**src/rtl/ccbc_pkg.sv**
```systemverilog
package ccbc_pkg;

	localparam int VOLT_W    = 16;
	localparam int CUR_W     = 18;
	localparam int RCUR_W    = 17;
	localparam int CFG_W     = 17;
	localparam int CFG_IDX_W = 3;
	localparam int MASK_N    = 20;
	localparam int DEF_CELLS = 20;

	localparam logic [VOLT_W-1:0] RST_TARGET    = 16'd41000;
	localparam logic [VOLT_W-1:0] RST_DONE_WIN  = 16'd30;
	localparam logic [VOLT_W-1:0] RST_BAL_START = 16'd38000;
	localparam logic [VOLT_W-1:0] RST_BAL_DELTA = 16'd250;
	localparam logic [VOLT_W-1:0] RST_EMERG     = 16'd750;
	localparam logic [VOLT_W-1:0] RST_DRAIN_WIN = 16'd30;
	localparam logic [VOLT_W-1:0] RST_GATE_DLT  = 16'd250;
	localparam logic [RCUR_W-1:0] RST_REMOVAL   = 17'd99900;

	typedef enum logic [CFG_IDX_W-1:0] {
		REG_TARGET    = 3'd0,
		REG_DONE_WIN  = 3'd1,
		REG_BAL_START = 3'd2,
		REG_BAL_DELTA = 3'd3,
		REG_EMERG     = 3'd4,
		REG_DRAIN_WIN = 3'd5,
		REG_GATE_DLT  = 3'd6,
		REG_REMOVAL   = 3'd7
	} reg_idx_t;

	typedef enum logic [2:0] {
		VD_CHARGING = 3'd0,
		VD_GATE_OPEN = 3'd1,
		VD_DRAINING = 3'd2,
		VD_COMPLETE = 3'd3,
		VD_REMOVED  = 3'd4,
		VD_FAULT    = 3'd5
	} verdict_t;

	typedef enum logic [1:0] {
		MA_KEEP,
		MA_CLEAR,
		MA_PASS
	} mask_act_t;

	typedef enum logic {
		ST_IDLE,
		ST_PASS
	} state_t;

endpackage

```
**src/rtl/ccbc_mask_pass.sv**
```systemverilog
module ccbc_mask_pass
	import ccbc_pkg::*;
#(
	parameter int CELLS = DEF_CELLS,
	localparam int AW = (CELLS > 1) ? $clog2(CELLS) : 1,
	localparam int CW = $clog2(CELLS + 1)
) (
	input  logic              clk,
	input  logic              arst_n,
	input  logic              wr_en,
	input  logic [AW-1:0]     wr_addr,
	input  logic [VOLT_W-1:0] wr_data,
	input  logic              start,
	input  logic [CW-1:0]     lim,
	input  logic [VOLT_W-1:0] floor_v,
	input  logic [VOLT_W:0]   thr_v,
	output logic              done,
	output logic [MASK_N-1:0] mask
);

	logic [VOLT_W-1:0] mem [CELLS];

	logic              busy_q;
	logic [CW-1:0]     ptr_q;
	logic [CW-1:0]     lim_q;
	logic [MASK_N-1:0] sel_q;
	logic [MASK_N-1:0] acc_q;
	logic [VOLT_W-1:0] floor_q;
	logic [VOLT_W:0]   thr_q;
	logic              last_issue;

	logic              act_s1;
	logic              last_s1;
	logic [MASK_N-1:0] sel_s1;
	logic [VOLT_W-1:0] rd_data_s1;
	logic              hit;

	assign last_issue = (ptr_q == lim_q - CW'(1));

	always_ff @(posedge clk) begin
		if (wr_en) begin
			mem[wr_addr] <= wr_data;
		end
	end

	always_ff @(posedge clk) begin
		if (busy_q) begin
			rd_data_s1 <= mem[ptr_q[AW-1:0]];
		end
		sel_s1 <= sel_q;
	end

	always_ff @(posedge clk or negedge arst_n) begin
		if (!arst_n) begin
			busy_q  <= 1'b0;
			ptr_q   <= '0;
			lim_q   <= '0;
			sel_q   <= '0;
			floor_q <= '0;
			thr_q   <= '0;
			act_s1  <= 1'b0;
			last_s1 <= 1'b0;
		end else begin
			act_s1  <= busy_q;
			last_s1 <= busy_q && last_issue;
			if (start) begin
				busy_q  <= 1'b1;
				ptr_q   <= '0;
				lim_q   <= lim;
				sel_q   <= MASK_N'(1);
				floor_q <= floor_v;
				thr_q   <= thr_v;
			end else if (busy_q) begin
				ptr_q <= ptr_q + CW'(1);
				sel_q <= sel_q << 1;
				if (last_issue) begin
					busy_q <= 1'b0;
				end
			end
		end
	end

	assign hit  = (rd_data_s1 >= floor_q) && ({1'b0, rd_data_s1} > thr_q);
	assign mask = acc_q | ((act_s1 && hit) ? sel_s1 : '0);
	assign done = act_s1 && last_s1;

	// accumulate one cell per cycle as read data comes back
	always_ff @(posedge clk) begin
		if (start) begin
			acc_q <= '0;
		end else if (act_s1) begin
			acc_q <= mask;
		end
	end

endmodule

```
**src/rtl/cell_charge_balance_controller.sv**
```systemverilog
// Charge balance controller for a series pack. Cell voltages come in one word per cell in
// pack order; the word flagged last_cell closes the frame and yields one result word with
// the gate state, the balance mask, a verdict and the frame min/max. Cells are stored in a
// CELLS-deep single-port-write memory. A last cell whose branch needs a new mask (drain or
// selective balancing) starts a scan of the memory read port, one cell per cycle, and the
// result word is registered when the scan ends; other branches register it as the last
// cell is accepted. Input is held off while a scan runs or a result word waits to be taken.
// Cells past CELLS in a frame are ignored; cells past the 20th have no mask bit.
module cell_charge_balance_controller
	import ccbc_pkg::*;
#(
	parameter int CELLS = DEF_CELLS
) (
	input  logic                 clk,
	input  logic                 arst_n,
	input  logic                 in_valid,
	output logic                 in_ready,
	input  logic [VOLT_W-1:0]    cell_voltage,
	input  logic                 last_cell,
	input  logic signed [CUR_W-1:0] pack_current,
	input  logic                 fault_active,
	output logic                 out_valid,
	input  logic                 out_ready,
	output logic [MASK_N-1:0]    balance_mask,
	output logic                 charge_gate_open,
	output logic [2:0]           verdict,
	output logic [VOLT_W-1:0]    min_cell,
	output logic [VOLT_W-1:0]    max_cell,
	input  logic                 cfg_we,
	input  logic [CFG_IDX_W-1:0] cfg_index,
	input  logic [CFG_W-1:0]     cfg_data
);

	localparam int AW      = (CELLS > 1) ? $clog2(CELLS) : 1;
	localparam int CW      = $clog2(CELLS + 1);
	localparam int LIM_MAX = (CELLS < MASK_N) ? CELLS : MASK_N;

	logic [VOLT_W-1:0] target_q, done_win_q, bal_start_q, bal_delta_q;
	logic [VOLT_W-1:0] emerg_q, drain_win_q, gate_dlt_q;
	logic [RCUR_W-1:0] removal_q;

	state_t            st_q, st_d;
	logic [CW-1:0]     cnt_q;
	logic [VOLT_W-1:0] run_min_q, run_max_q;
	logic              gate_q;
	logic [MASK_N-1:0] mask_q;
	logic              out_valid_q;
	verdict_t          verdict_q;
	logic [VOLT_W-1:0] min_q, max_q;

	logic              accept, stored;
	logic [CW-1:0]     cnt_next, lim;
	logic [VOLT_W-1:0] vmin, vmax, spread;
	logic              complete;
	verdict_t          vd;
	logic              gate_d;
	mask_act_t         act;
	logic [VOLT_W-1:0] floor_v;
	logic [VOLT_W:0]   thr_v;
	logic              pass_start;
	logic              pass_done;
	logic [MASK_N-1:0] pass_mask;

	// configuration
	always_ff @(posedge clk or negedge arst_n) begin
		if (!arst_n) begin
			target_q    <= RST_TARGET;
			done_win_q  <= RST_DONE_WIN;
			bal_start_q <= RST_BAL_START;
			bal_delta_q <= RST_BAL_DELTA;
			emerg_q     <= RST_EMERG;
			drain_win_q <= RST_DRAIN_WIN;
			gate_dlt_q  <= RST_GATE_DLT;
			removal_q   <= RST_REMOVAL;
		end else if (cfg_we) begin
			case (reg_idx_t'(cfg_index))
				REG_TARGET:    target_q    <= cfg_data[VOLT_W-1:0];
				REG_DONE_WIN:  done_win_q  <= cfg_data[VOLT_W-1:0];
				REG_BAL_START: bal_start_q <= cfg_data[VOLT_W-1:0];
				REG_BAL_DELTA: bal_delta_q <= cfg_data[VOLT_W-1:0];
				REG_EMERG:     emerg_q     <= cfg_data[VOLT_W-1:0];
				REG_DRAIN_WIN: drain_win_q <= cfg_data[VOLT_W-1:0];
				REG_GATE_DLT:  gate_dlt_q  <= cfg_data[VOLT_W-1:0];
				REG_REMOVAL:   removal_q   <= cfg_data[RCUR_W-1:0];
				default: ;
			endcase
		end
	end

	assign in_ready = (st_q == ST_IDLE) && (!out_valid_q || out_ready);
	assign accept   = in_valid && in_ready;
	assign stored   = (cnt_q < CELLS[CW-1:0]);
	assign cnt_next = stored ? cnt_q + CW'(1) : cnt_q;
	assign lim      = (cnt_next > LIM_MAX[CW-1:0]) ? LIM_MAX[CW-1:0] : cnt_next;

	// frame decision
	always_comb begin
		vmin = run_min_q;
		vmax = run_max_q;
		if (stored && cell_voltage < run_min_q) begin
			vmin = cell_voltage;
		end
		if (stored && cell_voltage > run_max_q) begin
			vmax = cell_voltage;
		end
		spread   = (vmax >= vmin) ? vmax - vmin : '0;
		complete = ({1'b0, vmin} + {1'b0, done_win_q}) >= {1'b0, target_q};
		vd       = VD_CHARGING;
		gate_d   = gate_q;
		act      = MA_KEEP;
		floor_v  = '0;
		thr_v    = {1'b0, vmin} + {1'b0, drain_win_q};
		if (fault_active) begin
			act    = MA_CLEAR;
			gate_d = 1'b1;
			vd     = VD_FAULT;
		end else if (gate_q) begin
			if (spread <= drain_win_q) begin
				act = MA_CLEAR;
				if (complete) begin
					vd = VD_COMPLETE;
				end else begin
					gate_d = 1'b0;
					vd     = VD_CHARGING;
				end
			end else begin
				act = MA_PASS;
				vd  = VD_DRAINING;
			end
		end else if (pack_current > $signed({1'b0, removal_q})) begin
			act    = MA_CLEAR;
			gate_d = 1'b1;
			vd     = VD_REMOVED;
		end else if (spread >= emerg_q) begin
			gate_d = 1'b1;
			vd     = VD_GATE_OPEN;
		end else if (vmax >= target_q && spread > gate_dlt_q) begin
			gate_d = 1'b1;
			vd     = VD_GATE_OPEN;
		end else if (complete) begin
			act    = MA_CLEAR;
			gate_d = 1'b1;
			vd     = VD_COMPLETE;
		end else begin
			act     = MA_PASS;
			floor_v = bal_start_q;
			thr_v   = {1'b0, vmin} + {1'b0, bal_delta_q};
			vd      = VD_CHARGING;
		end
	end

	always_comb begin
		st_d       = st_q;
		pass_start = 1'b0;
		case (st_q)
			ST_IDLE: begin
				if (accept && last_cell && act == MA_PASS) begin
					pass_start = 1'b1;
					st_d       = ST_PASS;
				end
			end
			ST_PASS: begin
				if (pass_done) begin
					st_d = ST_IDLE;
				end
			end
			default: st_d = ST_IDLE;
		endcase
	end

	always_ff @(posedge clk or negedge arst_n) begin
		if (!arst_n) begin
			st_q <= ST_IDLE;
		end else begin
			st_q <= st_d;
		end
	end

	ccbc_mask_pass #(
		.CELLS(CELLS)
	) u_pass (
		.clk     (clk),
		.arst_n  (arst_n),
		.wr_en   (accept && stored),
		.wr_addr (cnt_q[AW-1:0]),
		.wr_data (cell_voltage),
		.start   (pass_start),
		.lim     (lim),
		.floor_v (floor_v),
		.thr_v   (thr_v),
		.done    (pass_done),
		.mask    (pass_mask)
	);

	always_ff @(posedge clk or negedge arst_n) begin
		if (!arst_n) begin
			cnt_q       <= '0;
			run_min_q   <= '1;
			run_max_q   <= '0;
			gate_q      <= 1'b0;
			mask_q      <= '0;
			out_valid_q <= 1'b0;
			verdict_q   <= VD_CHARGING;
		end else begin
			// the pass result arrives later; hold the word back until then
			if (pass_done || (accept && last_cell && act != MA_PASS)) begin
				out_valid_q <= 1'b1;
			end else if (out_valid_q && out_ready) begin
				out_valid_q <= 1'b0;
			end
			if (accept) begin
				if (last_cell) begin
					cnt_q     <= '0;
					run_min_q <= '1;
					run_max_q <= '0;
					gate_q    <= gate_d;
					verdict_q <= vd;
					if (act == MA_CLEAR) begin
						mask_q <= '0;
					end
				end else begin
					cnt_q     <= cnt_next;
					run_min_q <= vmin;
					run_max_q <= vmax;
				end
			end
			if (pass_done) begin
				mask_q <= pass_mask;
			end
		end
	end

	always_ff @(posedge clk) begin
		if (accept && last_cell) begin
			min_q <= vmin;
			max_q <= vmax;
		end
	end

	assign out_valid        = out_valid_q;
	assign balance_mask     = mask_q;
	assign charge_gate_open = gate_q;
	assign verdict          = verdict_q;
	assign min_cell         = min_q;
	assign max_cell         = max_q;

`ifndef SYNTHESIS
	a_no_out_in_pass: assert property (@(posedge clk) disable iff (!arst_n)
		st_q == ST_PASS |-> !out_valid_q)
		else $error("result word pending during mask scan");
	a_cnt_bound: assert property (@(posedge clk) disable iff (!arst_n)
		cnt_q <= CELLS[CW-1:0])
		else $error("cell count past store depth");
	a_done_in_pass: assert property (@(posedge clk) disable iff (!arst_n)
		pass_done |-> st_q == ST_PASS)
		else $error("mask scan finished outside scan state");
	a_start_leads_pass: assert property (@(posedge clk) disable iff (!arst_n)
		pass_start |=> st_q == ST_PASS && !in_ready)
		else $error("input open while scan runs");
`endif

endmodule

```
**config.mk**
```make
export PLATFORM = sky130hd
export DESIGN_NAME = cell_charge_balance_controller
export DESIGN_NICKNAME = d
export VERILOG_FILES = /design/src/rtl/ccbc_pkg.sv /design/src/rtl/ccbc_mask_pass.sv /design/src/rtl/cell_charge_balance_controller.sv
export SDC_FILE = /design/constraint.sdc
export NUM_CORES = 1
export LEC_CHECK = 0
export BUFFER_PORTS_ARGS = -buffer_cell sky130_fd_sc_hd__buf_4
export CORE_UTILIZATION = 35
export CTS_CLUSTER_SIZE = 40
export DETAILED_ROUTE_END_ITERATION = 8
export PLACE_DENSITY = 0.53
export SYNTH_ARGS = -nofsm -noshare
export SYNTH_HDL_FRONTEND = slang
export SYNTH_SLANG_ARGS = --single-unit
export TNS_END_PERCENT = 100
```
**constraint.sdc**
```tcl
create_clock -name clk -period 10.9 [get_ports clk]
set_input_delay 1.09 -clock clk [delete_from_list [all_inputs] [get_ports clk]]
set_output_delay 1.09 -clock clk [all_outputs]
set_load 0.01 [all_outputs]
```
* After elaboration in Yosys (flattened, before gate mapping) *
Memory sizes are Yosys's and may differ from the RTL's. A register that Yosys moved wholly into a read port is not among the register bits.
Cells that the tools add are included.

storage, ports and cells
  register bits after elaboration = 330
  bits in latches = 0
  RAM bits = 320
  memory bits (read-only) = 0
  output and inout bits = 58
  memories = 1

cells by class
  add/sub/neg operators = 7
  multiply operators = 0
  div/mod/pow operators = 0
  magnitude comparators = 13
  eq/ne operators = 11
  shifts and indexed selects = 0
  mux-type cells = 61
  bitwise logic cells = 2
  reduce and logical (&&, ||, !) cells = 33

memory list
  name        words  bits a word  rd ports  clocked after Yosys merged registers in  wr ports  RTL line              source
  u_pass.mem  20     16           1         1                                        1         ccbc_mask_pass.sv:21  logic [VOLT_W-1:0] mem [CELLS];

operators by type and width
  operator                                       count
  2-to-1 mux 16 bit                              11
  2-to-1 mux 20 bit                              7
  2-to-1 mux 17 bit                              6
  greater-or-equal comparator 16 bit             4
  adder 16 x 16 -> 17 bit                        3
  > comparator 16 bit                            2
  2-to-1 mux 5 bit                               5
  OR 20 bit                                      1
  > comparator 18 bit                            1
  2-to-1 mux 3 bit                               6
  AND reduction 2 bit                            9
  greater-or-equal comparator 17 x 16 -> 1 bit   1
  > comparator 16 x 17 -> 1 bit                  1
  2-to-1 mux 1 bit                               17
  less-or-equal comparator 16 bit                1
  less-than comparator 16 bit                    1
  2-to-1 mux 2 bit                               8
  subtractor 16 bit                              1
  logical AND 1 bit                              14
  == test 3 bit, second input constant           4
  adder 5 x 1 -> 5 bit, second input constant    2
  nonzero test 2 bit                             5
  == test 3 x 2 -> 1 bit, second input constant  2
  == test 5 bit                                  1
  13 further kinds                               14

* Logic depth before layout (Yosys ltp) *
  depth after elaboration = 17
  gate-level depth with buffers = 42

* Cells and area by module *
From an unflattened synthesis, not the netlist that was laid out.

second synthesis, totals
  cell total of the unflattened synthesis = 2459
  area total of the unflattened synthesis = 32509.9 um^2

by module, submodules not included
  module                          instances  cells an instance  area each (um^2)  seq. area each (um^2)
  ccbc_mask_pass                  1          949                17430.5           12542.0
  cell_charge_balance_controller  1          1510               15079.5           5841.9

* Least setup slack after synthesis *
Ideal clock, no wire load.

  kind = in2reg
  from = input port cell_voltage[1]
  to = register u_pass.thr_q[0]
  library setup time = 0.125 ns
  arrival = 8.228 ns
  data required time = 10.775 ns
  path slack = 2.547 ns
  cell stages on the path = 39
  cells stage by stage = ha_1 a21o_1 a21o_1 a211oi_1 o21bai_1 a211oi_1 o21ai_1 a21oi_1 o211ai_1 buf_2 buf_1 o21ai_0 ha_1 inv_1 fa_1 nand3_1 a21oi_1 or2_2 (+3 left out) o21ai_0 nand2b_1 a31oi_1 xnor2_1 nor2_1 ha_1 nand4_1 nor4_2 o21bai_1 nand2_1 nand2_1 o22ai_1 o211ai_1 nand3_2 or3b_1 buf_6 mux2_4 mux2_4

on the way
  cells in the longest elaborated chain, start to end = 16
  elaborated cells between the ends (all ways) = 35
  those cells by class = 4 x add/sub; 8 x order compare; 1 x eq/ne; 18 x mux; 4 x reduce/logical

RTL lines
  what                                                                     RTL line                               source
  start, declared                                                          cell_charge_balance_controller.sv:18   input logic [VOLT_W-1:0] cell_voltage,
  less-than comparator 16 bit *                                            cell_charge_balance_controller.sv:100  if (stored && cell_voltage < run_min_q) begin
  logical AND 1 bit *                                                      cell_charge_balance_controller.sv:100
  2-to-1 mux 16 bit *                                                      cell_charge_balance_controller.sv:100
  named net vmin[0]                                                        cell_charge_balance_controller.sv:53   logic [VOLT_W-1:0] vmin, vmax, spread;
  subtractor 16 bit or greater-or-equal comparator 16 bit (tied branches)  cell_charge_balance_controller.sv:106  spread = (vmax >= vmin) ? vmax - vmin : '0;
  2-to-1 mux 16 bit                                                        cell_charge_balance_controller.sv:106
  > comparator 16 bit                                                      cell_charge_balance_controller.sv:137  end else if (vmax >= target_q && spread > gate_dlt_q) begin
  logical AND 1 bit                                                        cell_charge_balance_controller.sv:137
  2-to-1 mux 2 bit                                                         cell_charge_balance_controller.sv:137
  2-to-1 mux 2 bit                                                         cell_charge_balance_controller.sv:134  end else if (spread >= emerg_q) begin
  2-to-1 mux 2 bit                                                         cell_charge_balance_controller.sv:130  end else if (pack_current > $signed({1'b0, removal_q})) begin
  2-to-1 mux 2 bit                                                         cell_charge_balance_controller.sv:117  end else if (gate_q) begin
  2-to-1 mux 2 bit                                                         cell_charge_balance_controller.sv:113  if (fault_active) begin
  == test 2 bit                                                            cell_charge_balance_controller.sv:157  if (accept && last_cell && act == MA_PASS) begin
  logical AND 1 bit                                                        cell_charge_balance_controller.sv:157
  2-to-1 mux 1 bit                                                         cell_charge_balance_controller.sv:157
  2-to-1 mux 1 bit                                                         cell_charge_balance_controller.sv:155  case (st_q)
  end signal, assigned                                                     ccbc_mask_pass.sv:72                   thr_q <= thr_v;
  end, declared                                                            ccbc_mask_pass.sv:29                   logic [VOLT_W:0] thr_q;

The timed path passes the listed nets; every way through them passes the cells marked *.
A chain may end at the register's enable or synchronous reset.

* Final worst setup path *
  from = input port cell_voltage[1]
  to = register u_pass.thr_q[16]

The elaborated chain is that of the path after synthesis.

==> impl_metrics.json <==
{
  "status": "finished clean",
  "p_leak_uw": 0.01514,
  "pin_count": 119,
  "track_usage_pct": 19.01,
  "place_area_um2": 34520,
  "route.antenna.remaining_nets": 0,
  "fin_nets": 2851,
  "critPathCaptureType": "flop",
  "rsz0062_at_grt": "no",
  "min-delay-start": "u_pass.sel_q[19]",
  "critical_path_class": "in2reg",
  "synth_edf_count": 368,
  "ys_types": 83,
  "grt_max_degree": 86,
  "coreArea_um2": 90420,
  "yosysWarningCount": 0,
  "start_util_pct": 35.55,
  "dpl.hpwl_um": 59900,
  "clk_latency_ns": 0.65,
  "fin_util_pct": 41.09,
  "arrival_ns": 9.99,
  "fillers": 8356,
  "clkSinkCount": 666,
  "regArea_um2": 18390,
  "worst_hold_path_type": "reg2reg",
  "post_drt_via_cell_ratio": 5.238,
  "min_period_over_period_pct": 86.99,
  "gp_congestion": 0.8695,
  "htreeDepth": 3,
  "antenna_found_initial": 4,
  "die_w_um": 305.1,
  "fmax_mhz": 105.5,
  "max_stage_delay_ns": 0.92,
  "synth_ff_type": "edfxtp_1",
  "cp_max_fo": 18,
  "drc": 0,
  "syn_avg_cell_area_um2": 13.35,
  "worstMarginPinSlew_ns": 1.210,
  "design_area_um2": 37160,
  "post_cts_resized": 0,
  "cp.required_ns": 11.41,
  "clock_path_buffers": 3,
  "maxCapViolCount": 0,
  "fin_crit_ns": 9.482,
  "netlist_instances": 2407,
  "ys_async_sr_fraction_pct": 38.74,
  "io_buffers": 118,
  "crit_slowest_cell": "o21ai_0",
  "first_pass_iters": 5,
  "post-place-cells": 3656,
  "fin_cells": 3799,
  "fin_skew_ns": 0.03235,
  "clk_pin_slew_worst_paths_ns": 0.06,
  "cts_made_buffers": 77,
  "powerDensity_nw_per_um2": 294.6,
  "max_slew_margin_pct": 19.36,
  "ys_seq_area_share_pct": 57.19,
  "cts_root_buffer": "clkbuf_16",
  "synthesis.nets": 2699,
  "drive_gt1_share_pct": 22.93,
  "postCtsHoldBufs": 0,
  "holdPathEnd": "u_pass.sel_s1[19]",
  "vias": 19899,
  "maxSlewViolCount": 0,
  "start_kind": "input port",
  "postCtsSetupRepairBufs": 0,
  "hold_viol": 0,
  "grt_overflow_total": 0,
  "synthToLayoutAreaGrowth_pct": 15.60,
  "hold_depth": 0,
  "dr.first_iter.drc_count": 1353,
  "rr_startpoint": "run_min_q[1]",
  "wl_per_cell_um": 23.06,
  "setup-tns-final_ns": 0,
  "peakVddDrop_v": 0.0001459,
  "r2r_cells": 37,
  "routed_wl_um": 87600,
  "setup_violations": 0,
  "syn_area_um2": 32140,
  "synth-seq-cells": 666,
  "rrSetupSlack_ns": 1.45,
  "r2r_end": "u_pass.thr_q[16]",
  "grt_pass1_vias": 20661,
  "dieArea_um2": 93060,
  "die_h_um": 305.1,
  "multi_input_area_um2": 12770,
  "grt_pass1_wl_um": 131500,
  "finalPower_uw": 10950,
  "rows": 110,
  "tritoncts": "done"
}
-- critical path, delay by kind of cell --
kind	cells	cell delay (ns)
compound gates	17	3.92
mux	2	0.71
buf+inv	2	0.21
xor+xnor	1	0.15
simple gates	11	2.57
fa+ha+maj	4	1.33
-- flip-flops by register name (all words and copies together), names as in the netlist, 17 cells and up --
register       count
u_pass.sel_q      20
u_pass.sel_s1     20
u_pass.acc_q      20
removal_q         17
u_pass.thr_q      17
balance_mask      20
u_pass.mem       320
-- cells by family (layout without fill, tap and decap cells) --
family	after synthesis	in the layout	share of synthesized area (%)
flip-flops	666	666	57.19
other	0	2	0
AND/OR/NAND/NOR	471	471	6.847
AO/OA/AOI/OAI	394	394	7.812
XOR/XNOR	58	58	1.580
adder cells (fa/ha/maj)	232	232	9.116
buffers and inverters	269	483	3.238
multiplexers	317	317	14.22
-- synthesized netlist by cell type, types with 77 or more instances --
library cell	instances	share of area (%)
mux2_2	133	4.7
a21oi_1	113	1.8
edfxtp_1	368	34
mux4_2	96	6.7
nand2_1	138	1.6
inv_1	185	2.2
ha_1	227	8.8
dfrtp_1	197	15
o21ai_0	98	1.5
mux2i_1	77	2.4
nor2_1	160	1.9
-- power by group --
part | total [uW] | internal (uW) | switching [uW]
sequential | 3630 | 3250 | 380
combinational | 4660 | 2040 | 2620
clock | 2670 | 1570 | 1090
total | 10900 | 6850 | 4090
-- worst max-delay path by stage --
stage	startpoint	end
floorplan	cell_voltage[1]	u_pass.thr_q[0]
global placement	cell_voltage[1]	u_pass.thr_q[16]
detailed placement	cell_voltage[1]	u_pass.thr_q[16]
CTS	run_min_q[1]	u_pass.thr_q[16]
global route	run_min_q[1]	u_pass.thr_q[16]
finish	cell_voltage[1]	u_pass.thr_q[16]
-- metal layers --
metal / wire length (um) / part of all wire [%] / global-route usage (%) / vias up
li1: - / - / - / 9172
met2: 40810 / 47 / 30.32 / 424
met3: 3676 / 4.2 / 2.948 / 132
met5: 7 / 0.0080 / 0 / -
met4: 2385 / 2.7 / 5.955 / 2
met1: 40710 / 46 / 26.53 / 10169
-- stage by stage --
stage / hold slack [ns] / setup slack [ns]
after global routing: 0.3819 / 0.6502
after detailed placement: 0.3574 / 0.8845
after CTS: 0.3702 / 1.507
after floorplan: 0.3465 / 2.547
after global placement: 0.3587 / 1.097
final: 0.3738 / 1.418
-- cell type report --
| cell class | instances | area share [%] |
|---|---|---|
| sequential | 666 | 49.50 |
| multi-input combinational | 1472 | 34.37 |
| inverter | 186 | 1.879 |
| clock buffer | 99 | 5.653 |
| antenna | 2 | 0.01347 |
| tap | 1176 | 3.960 |
| clock inverter | 42 | 1.418 |
| timing repair buffer | 156 | 3.205 |
-- cells in the final DEF, fill, tap and decap left out, types with 17 or more instances in the layout --
master	Yosys	routed
nand2b_1	24	24
nand2_1	138	138
a21o_1	53	53
mux2i_1	77	77
edfxtp_1	368	368
nor2b_1	24	24
dfxtp_1	40	40
o21ai_0	98	98
dfstp_2	61	61
xnor2_1	38	38
mux2_2	133	133
a21oi_1	113	112
dfrtp_1	197	193
nand4_1	25	25
inv_1	185	185
mux4_2	96	96
xor2_1	20	20
ha_1	227	227
clkbuf_16	0	78
nand3_1	23	23
nor2_1	160	156
nor3_1	29	27
buf_4	2	154
a211oi_1	17	17
Power figures use the tool's default switching activity.
